===== src/sv/fifo_lifo_queue_with_sort_macros.svh =====
`ifndef FIFO_LIFO_QUEUE_WITH_SORT_MACROS_SVH
`define FIFO_LIFO_QUEUE_WITH_SORT_MACROS_SVH

// same-cycle implication, clocked on clk, off while rst_n is low
`define FLQS_ASSERT_NOW(label, ante, cons, msg) \
  label: assert property (@(posedge clk) disable iff (!rst_n) (ante) |-> (cons)) \
    else $error(msg);

// next-cycle implication, clocked on clk, off while rst_n is low
`define FLQS_ASSERT_NEXT(label, ante, cons, msg) \
  label: assert property (@(posedge clk) disable iff (!rst_n) (ante) |=> (cons)) \
    else $error(msg);

`endif


===== src/sv/flqs_pkg.sv =====
package flqs_pkg;

  localparam int CMD_W        = 2;
  localparam int STATUS_W     = 2;
  localparam int IO_VALUE_W   = 32;
  localparam int COUNT_OUT_W  = 5;
  localparam int CFG_INDEX_W  = 2;
  localparam int CFG_DATA_W   = 32;

  localparam logic [CFG_INDEX_W-1:0] CFG_LIFO_MODE   = 2'd0;
  localparam logic [CFG_INDEX_W-1:0] CFG_SORT_DESC   = 2'd1;

  typedef enum logic [CMD_W-1:0] {
    CMD_PUSH  = 2'd0,
    CMD_POP   = 2'd1,
    CMD_CLEAR = 2'd2,
    CMD_SORT  = 2'd3
  } cmd_t;

  typedef enum logic [STATUS_W-1:0] {
    STAT_DONE  = 2'd0,
    STAT_EMPTY = 2'd1,
    STAT_FULL  = 2'd2
  } status_t;

  typedef enum logic [2:0] {
    ST_IDLE,
    ST_LOAD,
    ST_FETCH,
    ST_CMP,
    ST_WB,
    ST_DONE
  } state_t;

endpackage


===== src/sv/flqs_if.sv =====
interface flqs_in_if;
  logic                                valid;
  logic                                ready;
  logic [flqs_pkg::CMD_W-1:0]          cmd;
  logic [flqs_pkg::IO_VALUE_W-1:0]     push_value;

  modport source (output valid, output cmd, output push_value, input ready);
  modport sink   (input valid, input cmd, input push_value, output ready);
endinterface

interface flqs_out_if;
  logic                                valid;
  logic                                ready;
  logic [flqs_pkg::STATUS_W-1:0]       status;
  logic [flqs_pkg::IO_VALUE_W-1:0]     pop_value;
  logic [flqs_pkg::COUNT_OUT_W-1:0]    entry_count;

  modport source (output valid, output status, output pop_value, output entry_count,
                  input ready);
  modport sink   (input valid, input status, input pop_value, input entry_count,
                  output ready);
endinterface

interface flqs_cfg_if;
  logic                                valid;
  logic                                ready;
  logic [flqs_pkg::CFG_INDEX_W-1:0]    index;
  logic [flqs_pkg::CFG_DATA_W-1:0]     data;

  modport source (output valid, output index, output data, input ready);
  modport sink   (input valid, input index, input data, output ready);
endinterface


===== src/sv/fifo_lifo_queue_with_sort.sv =====
// channel  dir  payload                           transfer
// in_if    in   cmd, push_value                   valid & ready
// out_if   out  status, pop_value, entry_count    valid & ready
// cfg_if   in   index, data                       valid & ready (ready always high)
//
// push, pop and clear may follow back to back while out_if is not stalled
// pop data comes from the element memory in the cycle after the transfer
// sort of n > 1 elements holds in_if.ready low until it ends, with at most
//   one memory read and one memory write per cycle, and waits for any pending result
// synchronous active-low reset clears pointers, count, mode bits and valids, not the memory
// a stalled out_if holds one result in a stage and one in the output register
`include "fifo_lifo_queue_with_sort_macros.svh"

module fifo_lifo_queue_with_sort #(
  parameter int DEPTH        = 16,
  parameter int ELEMENT_BITS = 32
) (
  input  logic              clk,
  input  logic              rst_n,
  flqs_in_if.sink           in_if,
  flqs_out_if.source        out_if,
  flqs_cfg_if.sink          cfg_if
);

  localparam int ADDR_W = $clog2(DEPTH);
  localparam int CNT_W  = $clog2(DEPTH + 1);
  localparam int CW1    = CNT_W + 1;

  logic [ELEMENT_BITS-1:0] mem [DEPTH];
  logic [ELEMENT_BITS-1:0] rd_r;
  logic                    rd_en;
  logic [ADDR_W-1:0]       rd_addr;
  logic                    wr_en;
  logic [ADDR_W-1:0]       wr_addr;
  logic [ELEMENT_BITS-1:0] wr_data;

  flqs_pkg::state_t        state_r, state_nxt;
  logic [ADDR_W-1:0]       head_r, head_nxt;
  logic [CNT_W-1:0]        count_r, count_nxt;
  logic [CNT_W-1:0]        i_r, i_nxt;
  logic [CNT_W-1:0]        j_r, j_nxt;
  logic [ELEMENT_BITS-1:0] cur_r, cur_nxt;
  logic                    lifo_r, desc_r;

  logic                    s1_valid_r;
  flqs_pkg::status_t       s1_status_r, s1_status_nxt;
  logic                    s1_pop_r, s1_pop_nxt;
  logic [flqs_pkg::COUNT_OUT_W-1:0] s1_count_r;
  logic                    s1_load, s1_adv, s1_free;

  logic                    out_valid_r;
  logic [flqs_pkg::STATUS_W-1:0]    out_status_r;
  logic [flqs_pkg::IO_VALUE_W-1:0]  out_pop_r;
  logic [flqs_pkg::COUNT_OUT_W-1:0] out_count_r;

  logic                    acc;
  logic                    full, empty, swap_hit;
  logic [ADDR_W-1:0]       head_dec, head_inc;

  function automatic logic [ADDR_W-1:0] ring_pos(input logic [ADDR_W-1:0] base,
                                                 input logic [CNT_W-1:0] off);
    logic [CW1-1:0] s;
    s = CW1'(base) + CW1'(off);
    if (s >= CW1'(DEPTH)) begin
      s = s - CW1'(DEPTH);
    end
    return ADDR_W'(s);
  endfunction

  assign s1_adv  = s1_valid_r && (!out_valid_r || out_if.ready);
  assign s1_free = !s1_valid_r || s1_adv;
  assign in_if.ready = (state_r == flqs_pkg::ST_IDLE) && s1_free;
  assign acc = in_if.valid && in_if.ready;

  assign full     = (count_r == CNT_W'(DEPTH));
  assign empty    = (count_r == '0);
  assign head_dec = (head_r == '0) ? ADDR_W'(DEPTH - 1) : head_r - 1'b1;
  assign head_inc = (head_r == ADDR_W'(DEPTH - 1)) ? '0 : head_r + 1'b1;
  assign swap_hit = desc_r ? (rd_r > cur_r) : (rd_r < cur_r);

  assign cfg_if.ready = 1'b1;

  always_ff @(posedge clk) begin
    if (!rst_n) begin
      lifo_r <= 1'b0;
      desc_r <= 1'b0;
    end else if (cfg_if.valid) begin
      if (cfg_if.index == flqs_pkg::CFG_LIFO_MODE) begin
        lifo_r <= cfg_if.data[0];
      end else if (cfg_if.index == flqs_pkg::CFG_SORT_DESC) begin
        desc_r <= cfg_if.data[0];
      end
    end
  end

  always_comb begin
    state_nxt     = state_r;
    head_nxt      = head_r;
    count_nxt     = count_r;
    i_nxt         = i_r;
    j_nxt         = j_r;
    cur_nxt       = cur_r;
    rd_en         = 1'b0;
    rd_addr       = head_r;
    wr_en         = 1'b0;
    wr_addr       = head_r;
    wr_data       = cur_r;
    s1_load       = 1'b0;
    s1_status_nxt = flqs_pkg::STAT_DONE;
    s1_pop_nxt    = 1'b0;
    case (state_r)
      flqs_pkg::ST_IDLE: begin
        if (acc) begin
          case (flqs_pkg::cmd_t'(in_if.cmd))
            flqs_pkg::CMD_PUSH: begin
              s1_load = 1'b1;
              if (full) begin
                s1_status_nxt = flqs_pkg::STAT_FULL;
              end else begin
                wr_en     = 1'b1;
                wr_data   = ELEMENT_BITS'(in_if.push_value);
                count_nxt = count_r + 1'b1;
                if (lifo_r) begin
                  head_nxt = head_dec;
                  wr_addr  = head_dec;
                end else begin
                  wr_addr = ring_pos(head_r, count_r);
                end
              end
            end
            flqs_pkg::CMD_POP: begin
              s1_load = 1'b1;
              if (empty) begin
                s1_status_nxt = flqs_pkg::STAT_EMPTY;
              end else begin
                rd_en      = 1'b1;
                rd_addr    = head_r;
                head_nxt   = head_inc;
                count_nxt  = count_r - 1'b1;
                s1_pop_nxt = 1'b1;
              end
            end
            flqs_pkg::CMD_CLEAR: begin
              s1_load   = 1'b1;
              count_nxt = '0;
              head_nxt  = '0;
            end
            default: begin
              if (count_r > CNT_W'(1)) begin
                i_nxt     = '0;
                state_nxt = flqs_pkg::ST_LOAD;
              end else begin
                s1_load = 1'b1;
              end
            end
          endcase
        end
      end
      flqs_pkg::ST_LOAD: begin
        // read data register is shared with a pending pop result
        if (!s1_valid_r) begin
          rd_en     = 1'b1;
          rd_addr   = ring_pos(head_r, i_r);
          state_nxt = flqs_pkg::ST_FETCH;
        end
      end
      flqs_pkg::ST_FETCH: begin
        cur_nxt   = rd_r;
        j_nxt     = i_r + 1'b1;
        rd_en     = 1'b1;
        rd_addr   = ring_pos(head_r, i_r + 1'b1);
        state_nxt = flqs_pkg::ST_CMP;
      end
      flqs_pkg::ST_CMP: begin
        if (swap_hit) begin
          wr_en   = 1'b1;
          wr_addr = ring_pos(head_r, j_r);
          wr_data = cur_r;
          cur_nxt = rd_r;
        end
        if (CW1'(j_r) + CW1'(1) < CW1'(count_r)) begin
          j_nxt   = j_r + 1'b1;
          rd_en   = 1'b1;
          rd_addr = ring_pos(head_r, j_r + 1'b1);
        end else begin
          state_nxt = flqs_pkg::ST_WB;
        end
      end
      flqs_pkg::ST_WB: begin
        wr_en   = 1'b1;
        wr_addr = ring_pos(head_r, i_r);
        wr_data = cur_r;
        if (CW1'(i_r) + CW1'(2) < CW1'(count_r)) begin
          i_nxt     = i_r + 1'b1;
          state_nxt = flqs_pkg::ST_LOAD;
        end else begin
          state_nxt = flqs_pkg::ST_DONE;
        end
      end
      flqs_pkg::ST_DONE: begin
        if (s1_free) begin
          s1_load   = 1'b1;
          state_nxt = flqs_pkg::ST_IDLE;
        end
      end
      default: begin
        state_nxt = flqs_pkg::ST_IDLE;
      end
    endcase
  end

  always_ff @(posedge clk) begin
    if (wr_en) begin
      mem[wr_addr] <= wr_data;
    end
    if (rd_en) begin
      rd_r <= mem[rd_addr];
    end
  end

  always_ff @(posedge clk) begin
    if (!rst_n) begin
      state_r <= flqs_pkg::ST_IDLE;
      head_r  <= '0;
      count_r <= '0;
    end else begin
      state_r <= state_nxt;
      head_r  <= head_nxt;
      count_r <= count_nxt;
    end
  end

  always_ff @(posedge clk) begin
    i_r   <= i_nxt;
    j_r   <= j_nxt;
    cur_r <= cur_nxt;
  end

  always_ff @(posedge clk) begin
    if (!rst_n) begin
      s1_valid_r <= 1'b0;
    end else if (s1_load) begin
      s1_valid_r <= 1'b1;
    end else if (s1_adv) begin
      s1_valid_r <= 1'b0;
    end
  end

  always_ff @(posedge clk) begin
    if (s1_load) begin
      s1_status_r <= s1_status_nxt;
      s1_pop_r    <= s1_pop_nxt;
      s1_count_r  <= flqs_pkg::COUNT_OUT_W'(count_nxt);
    end
  end

  always_ff @(posedge clk) begin
    if (!rst_n) begin
      out_valid_r <= 1'b0;
    end else if (s1_adv) begin
      out_valid_r <= 1'b1;
    end else if (out_if.ready) begin
      out_valid_r <= 1'b0;
    end
  end

  always_ff @(posedge clk) begin
    if (s1_adv) begin
      out_status_r <= s1_status_r;
      out_pop_r    <= s1_pop_r ? flqs_pkg::IO_VALUE_W'(rd_r) : '0;
      out_count_r  <= s1_count_r;
    end
  end

  assign out_if.valid       = out_valid_r;
  assign out_if.status      = out_status_r;
  assign out_if.pop_value   = out_pop_r;
  assign out_if.entry_count = out_count_r;

  `FLQS_ASSERT_NOW(a_count_bound, 1'b1, count_r <= CNT_W'(DEPTH), "count above depth")
  `FLQS_ASSERT_NOW(a_sort_blocks_in, state_r != flqs_pkg::ST_IDLE, !in_if.ready, "input open during sort")
  `FLQS_ASSERT_NEXT(a_sort_keeps_count, state_r != flqs_pkg::ST_IDLE, count_r == $past(count_r), "count changed during sort")
  `FLQS_ASSERT_NOW(a_scan_in_range, state_r == flqs_pkg::ST_CMP, (j_r < count_r) && (i_r < j_r), "sort index out of range")

endmodule


===== src/flat_wrapper.sv =====
// flat-port wrapper written by rule: the top's interface ports become plain ports
module fifo_lifo_queue_with_sort_flat 
#(
  parameter int DEPTH        = 16,
  parameter int ELEMENT_BITS = 32
)
  (clk, rst_n, in_if_valid, in_if_cmd, in_if_push_value, in_if_ready, out_if_valid, out_if_status, out_if_pop_value, out_if_entry_count, out_if_ready, cfg_if_valid, cfg_if_index, cfg_if_data, cfg_if_ready);
  flqs_in_if in_if_i ();
  flqs_out_if out_if_i ();
  flqs_cfg_if cfg_if_i ();
  input  logic clk;
  input  logic rst_n;
  input wire logic [$bits(in_if_i.valid)-1:0] in_if_valid;
  input wire logic [$bits(in_if_i.cmd)-1:0] in_if_cmd;
  input wire logic [$bits(in_if_i.push_value)-1:0] in_if_push_value;
  output wire logic [$bits(in_if_i.ready)-1:0] in_if_ready;
  output wire logic [$bits(out_if_i.valid)-1:0] out_if_valid;
  output wire logic [$bits(out_if_i.status)-1:0] out_if_status;
  output wire logic [$bits(out_if_i.pop_value)-1:0] out_if_pop_value;
  output wire logic [$bits(out_if_i.entry_count)-1:0] out_if_entry_count;
  input wire logic [$bits(out_if_i.ready)-1:0] out_if_ready;
  input wire logic [$bits(cfg_if_i.valid)-1:0] cfg_if_valid;
  input wire logic [$bits(cfg_if_i.index)-1:0] cfg_if_index;
  input wire logic [$bits(cfg_if_i.data)-1:0] cfg_if_data;
  output wire logic [$bits(cfg_if_i.ready)-1:0] cfg_if_ready;
  assign in_if_i.valid = in_if_valid;
  assign in_if_i.cmd = in_if_cmd;
  assign in_if_i.push_value = in_if_push_value;
  assign in_if_ready = in_if_i.ready;
  assign out_if_valid = out_if_i.valid;
  assign out_if_status = out_if_i.status;
  assign out_if_pop_value = out_if_i.pop_value;
  assign out_if_entry_count = out_if_i.entry_count;
  assign out_if_i.ready = out_if_ready;
  assign cfg_if_i.valid = cfg_if_valid;
  assign cfg_if_i.index = cfg_if_index;
  assign cfg_if_i.data = cfg_if_data;
  assign cfg_if_ready = cfg_if_i.ready;
  fifo_lifo_queue_with_sort #(.DEPTH(DEPTH), .ELEMENT_BITS(ELEMENT_BITS)) u_core (.clk(clk), .rst_n(rst_n), .in_if(in_if_i), .out_if(out_if_i), .cfg_if(cfg_if_i));
endmodule

===== config.mk =====
export PLATFORM = sky130hd
export DESIGN_NAME = fifo_lifo_queue_with_sort_flat
export DESIGN_NICKNAME = d
export VERILOG_FILES = /design/src/sv/flqs_pkg.sv /design/src/sv/flqs_if.sv /design/src/sv/fifo_lifo_queue_with_sort.sv /design/src/flat_wrapper.sv
export VERILOG_INCLUDE_DIRS = /design/src /design/src/sv
export SDC_FILE = /design/constraint.sdc
export NUM_CORES = 1
export LEC_CHECK = 0
export ABC_AREA = 0
export ABC_CLOCK_PERIOD_IN_PS = 15950
export BUFFER_PORTS_ARGS = -buffer_cell sky130_fd_sc_hd__buf_2
export CAP_MARGIN = 5
export CORE_MARGIN = 10
export CORE_UTILIZATION = 42
export DETAILED_ROUTE_END_ITERATION = 10
export MAX_ROUTING_LAYER = met4
export SYNTH_ARGS = -nofsm -noshare
export SYNTH_HDL_FRONTEND = slang
export SYNTH_SLANG_ARGS = --single-unit

===== constraint.sdc =====
create_clock -name clk -period 15.95 [get_ports clk]
set_input_delay 1.595 -clock clk [delete_from_list [all_inputs] [get_ports clk]]
set_output_delay 1.595 -clock clk [all_outputs]
set_load 0.02 [all_outputs]

==> summary.md <==
| Metric | Value |
|---|---|
| Area leader, netlist | `edfxtp_1` |
| Top cell type's share of synthesized area | `about 71%` |
| Area of the die | `74500 sq um` |
| Final Max Tran Viols | `0` |
| Mapped Cells | `1518` |
| Largest net degree at the start of global routing | `69` |
| Final min period | `5.48 ns` |
| Clock transition at path regs | `0.06 ns` |
| Pwr per Cell Area | `186 nW/um^2` |
| Reg2reg path depth | `14` |
| Synth area leaders | `edfxtp_1, mux4_2, ha_1` |
| Max stage delay on crit path | `0.83 ns` |
| Seq cells post-synth | `between 600 and 700` |
| RSZ-0062 raised after global routing | `false` |
| Total track usage | `17.3%` |
| Worst VDD drop | `115 uV` |
| Worst-path maximum fanout | `49` |
| Count of different cell masters after synthesis | `68` |
| Final period util | `34.3%` |
| Initial Utilization | `42.5%` |
| CTS tree | `done` |
| Fin Clk Skew | `0.0368 ns` |
| Kind of critical path | `reg2reg` |
| P_leak | `~0.010 uW` |
| Post-CTS Resized | `0` |
| Total routed wirelength | `62900 microns` |
| EDFF count, synth | `633` |
| 1st-iter DRT viols | `1318` |
| Top cells by count, synth | `edfxtp_1, mux4_2, nand2_1, ha_1, a22oi_1` |
| CTS root buf | `clkbuf_16` |
| Row count | `92` |
| R2R Path End | `u_core.rd_r[18]$_DFFE_PP_` |
| Maximum root-to-sink buffer count | `3` |
| Hold Path End | `u_core.out_if.entry_count[1]$_DFFE_PP_` |
| Residual DRC | `0` |
| Hold path cells | `0` |
| Final-stage net count | `1811` |
| Final setup fails | `0` |
| Pre-Repair DR Iteration Count | `5` |
| Area growth, synth to finish | `15.4%` |
| Sequential area share after synthesis | `between 70% and 80%` |
| Yosys warnings | `0` |
| Proportion of layout cells with a drive suffix above 1 | `23.9%` |
| Syn nets | `1663` |
| Boundary Pins | `115` |
| Fmax | `0.183 GHz` |
| TNS Setup | `0 ns` |
| Crit path cell chain | `and3_1, xnor2_1, inv_1, ha_1, or3_1, o2111ai_2, nand2_1, nor2_1, a221o_4, buf_4, buf_4, mux4_2, a22oi_1, nand2_1` |
| Slowest cell on the critical path | `buf_4` |
| Post-synth ARST share | `0%` |
| Clk_lat worst skew | `0.61 ns` |
| Overall die width | `273 microns` |
| Count leader, synth | `edfxtp_1` |
| Crit path launch type | `flip-flop` |
| Ys flop type | `edfxtp_1` |
| Data required time of the worst path | `16.27 ns` |
| Routability congestion estimate | `approximately 0.81` |
| TritonCTS buffer count | `69` |
| Antenna violations before repair | `2` |
| Routed len/inst | `roughly 25 microns` |
| CTS sink cnt | `649` |
| Core area | `roughly 63000 sq um` |
| Worst Path Arrival | `between 5 and 6 ns` |
| R2R setup slack | `10.47 ns` |
| Min-Delay Startpoint | `u_core.s1_count_r[1]$_DFFE_PP_` |
| R2R Path Start | `u_core.j_r[2]$_DFFE_PP_` |
| Die height | `273 microns` |
| Buffers on Ports | `82` |
| Cell Area, Synth | `26900 sq um` |
| Vias | `between 10000 and 15000` |
| Worst slew pin tran | `1.18 ns` |
| Vias in the first global route | `14600` |
| Rel. slew slack | `20.7%` |
| Vias per cell | `5.59` |
| Final Hold Fails | `0` |
| Max-cap viol count | `0` |
| # fillers | `~5200` |
| Post-route ant nets | `0` |
| Setup Buffers After CTS | `0` |
| Hold Buf Count CTS | `0` |
| Hpwl dp | `35200 microns` |
| Mean post-synth cell area | `17.7 sq um` |
| HP Class | `reg2reg` |
| Gr ovfl total | `0` |
| Outcome | `completed` |
| Worst Setup End Kind | `flip-flop` |
| H-Tree Depth | `3` |
| First-pass GRT wire length | `93100 microns` |
| Overall Power | `5760 uW` |
==> state kept, by name, indices dropped and copies added (netlist names) <==
name                       flops
u_core.count_r                 5
u_core.cur_r                  32
u_core.desc_r                  1
u_core.head_r                  4
u_core.i_r                     5
u_core.j_r                     5
u_core.lifo_r                  1
u_core.mem                   512
u_core.out_if.entry_count      5
u_core.out_if.pop_value       32
u_core.out_if.status           2
u_core.out_if.valid            1
u_core.rd_r                   32
u_core.s1_count_r              5
u_core.s1_pop_r                1
u_core.s1_status_r             2
u_core.s1_valid_r              1
u_core.state_r                 3
==> per-layer routing <==
metal	share of wire, %	wire (microns)	vias up	global-route usage [%]
li1	-	-	6384	-
met1	44	27600	7399	22.9
met2	47	29600	458	26.7
met3	6.6	4130	100	3.69
met4	2.4	1520	0	4.88
met5	0	0	-	-
==> cell families after synthesis <==
group                      synth area share, %
AOI/OAI and AO/OA                         5.91
xor gates and xnor gates                 0.750
adders and majority gates                 3.49
buffers and inverters                     1.97
DFF                                       71.9
muxes                                     11.0
other                                   0.0140
and+or+nand+nor                           4.96
==> placed cells by master (no fill, tap or decap), types with 8 or more instances in the layout <==
master	count
a22oi_1	65
mux4_2	128
nor2_1	44
bufinv_16	10
nand2_1	98
nand3_1	18
xor2_1	8
ha_1	67
and2_1	39
clkinv_2	11
nor3_2	10
a21o_1	9
buf_4	65
buf_2	82
o21ai_0	49
xnor2_1	15
nor3_1	11
clkbuf_16	71
clkinv_1	13
edfxtp_1	633
inv_1	59
nand4_1	9
a21oi_1	42
clkbuf_1	8
dfxtp_1	16
==> area by class of cell <==
class	instances	area (sq um)	area share (%)
inverters	59	221	0.715
repair buffers	147	898	2.90
diodes	1	2.50	0.00807
well taps	846	1060	3.42
multi-input cells	740	7170	23.1
clock inverters	42	488	1.57
flip-flops and latches	649	19300	62.4
clock buffers	80	1820	5.87
==> critical path, delay by kind of cell (launching register included) <==
kind,cells,cell delay (ns)
AND/OR/NAND/NOR,5,1.24
buffers and inverters,3,1.72
XOR/XNOR,1,0.27
multiplexers,1,0.61
adder cells (fa/ha/maj),1,0.23
AO/OA/AOI/OAI,3,0.61
flip-flops,1,0.45
==> metrics by stage <==
stage | cell area, sq um | util (%) | setup slack [ns] | std cells | hold WS (ns)
5_1_grt | 31000 | 49.0 | 9.96 | 2564 | 0.433
4_1_cts | 31000 | 49.0 | 10.33 | 2563 | 0.420
2_1_floorplan | 26900 | - | 8.92 | 1518 | 0.400
6_report | 31000 | 49.0 | 10.47 | 2564 | 0.419
3_3_place_gp | 28700 | 45.4 | 9.95 | 2441 | 0.402
3_5_place_dp | 28700 | 45.4 | 9.83 | 2441 | 0.405
==> report_power, final <==
part	switching (uW)	internal (uW)	leakage, uW	total, uW
Clock	649	982	0.00113	1630
Sequential	94.8	2230	0.00587	2320
Combinational	1090	719	0.00333	1810
Total	1830	3930	0.0103	5760
==> how the worst max path moves through the flow <==
stage,start,end,cells past startpoint
after floorplan,in_if_cmd[0],u_core.mem[4][0]$_DFFE_PP_,10
after global placement,in_if_cmd[1],u_core.mem[14][13]$_DFFE_PP_,12
after detailed placement,in_if_cmd[1],u_core.mem[14][13]$_DFFE_PP_,12
after CTS,u_core.j_r[0]$_DFFE_PP_,u_core.rd_r[20]$_DFFE_PP_,14
after global routing,u_core.j_r[0]$_DFFE_PP_,u_core.rd_r[20]$_DFFE_PP_,14
final,u_core.j_r[2]$_DFFE_PP_,u_core.rd_r[18]$_DFFE_PP_,14
Note: power is estimated with default switching activity, not from simulation.
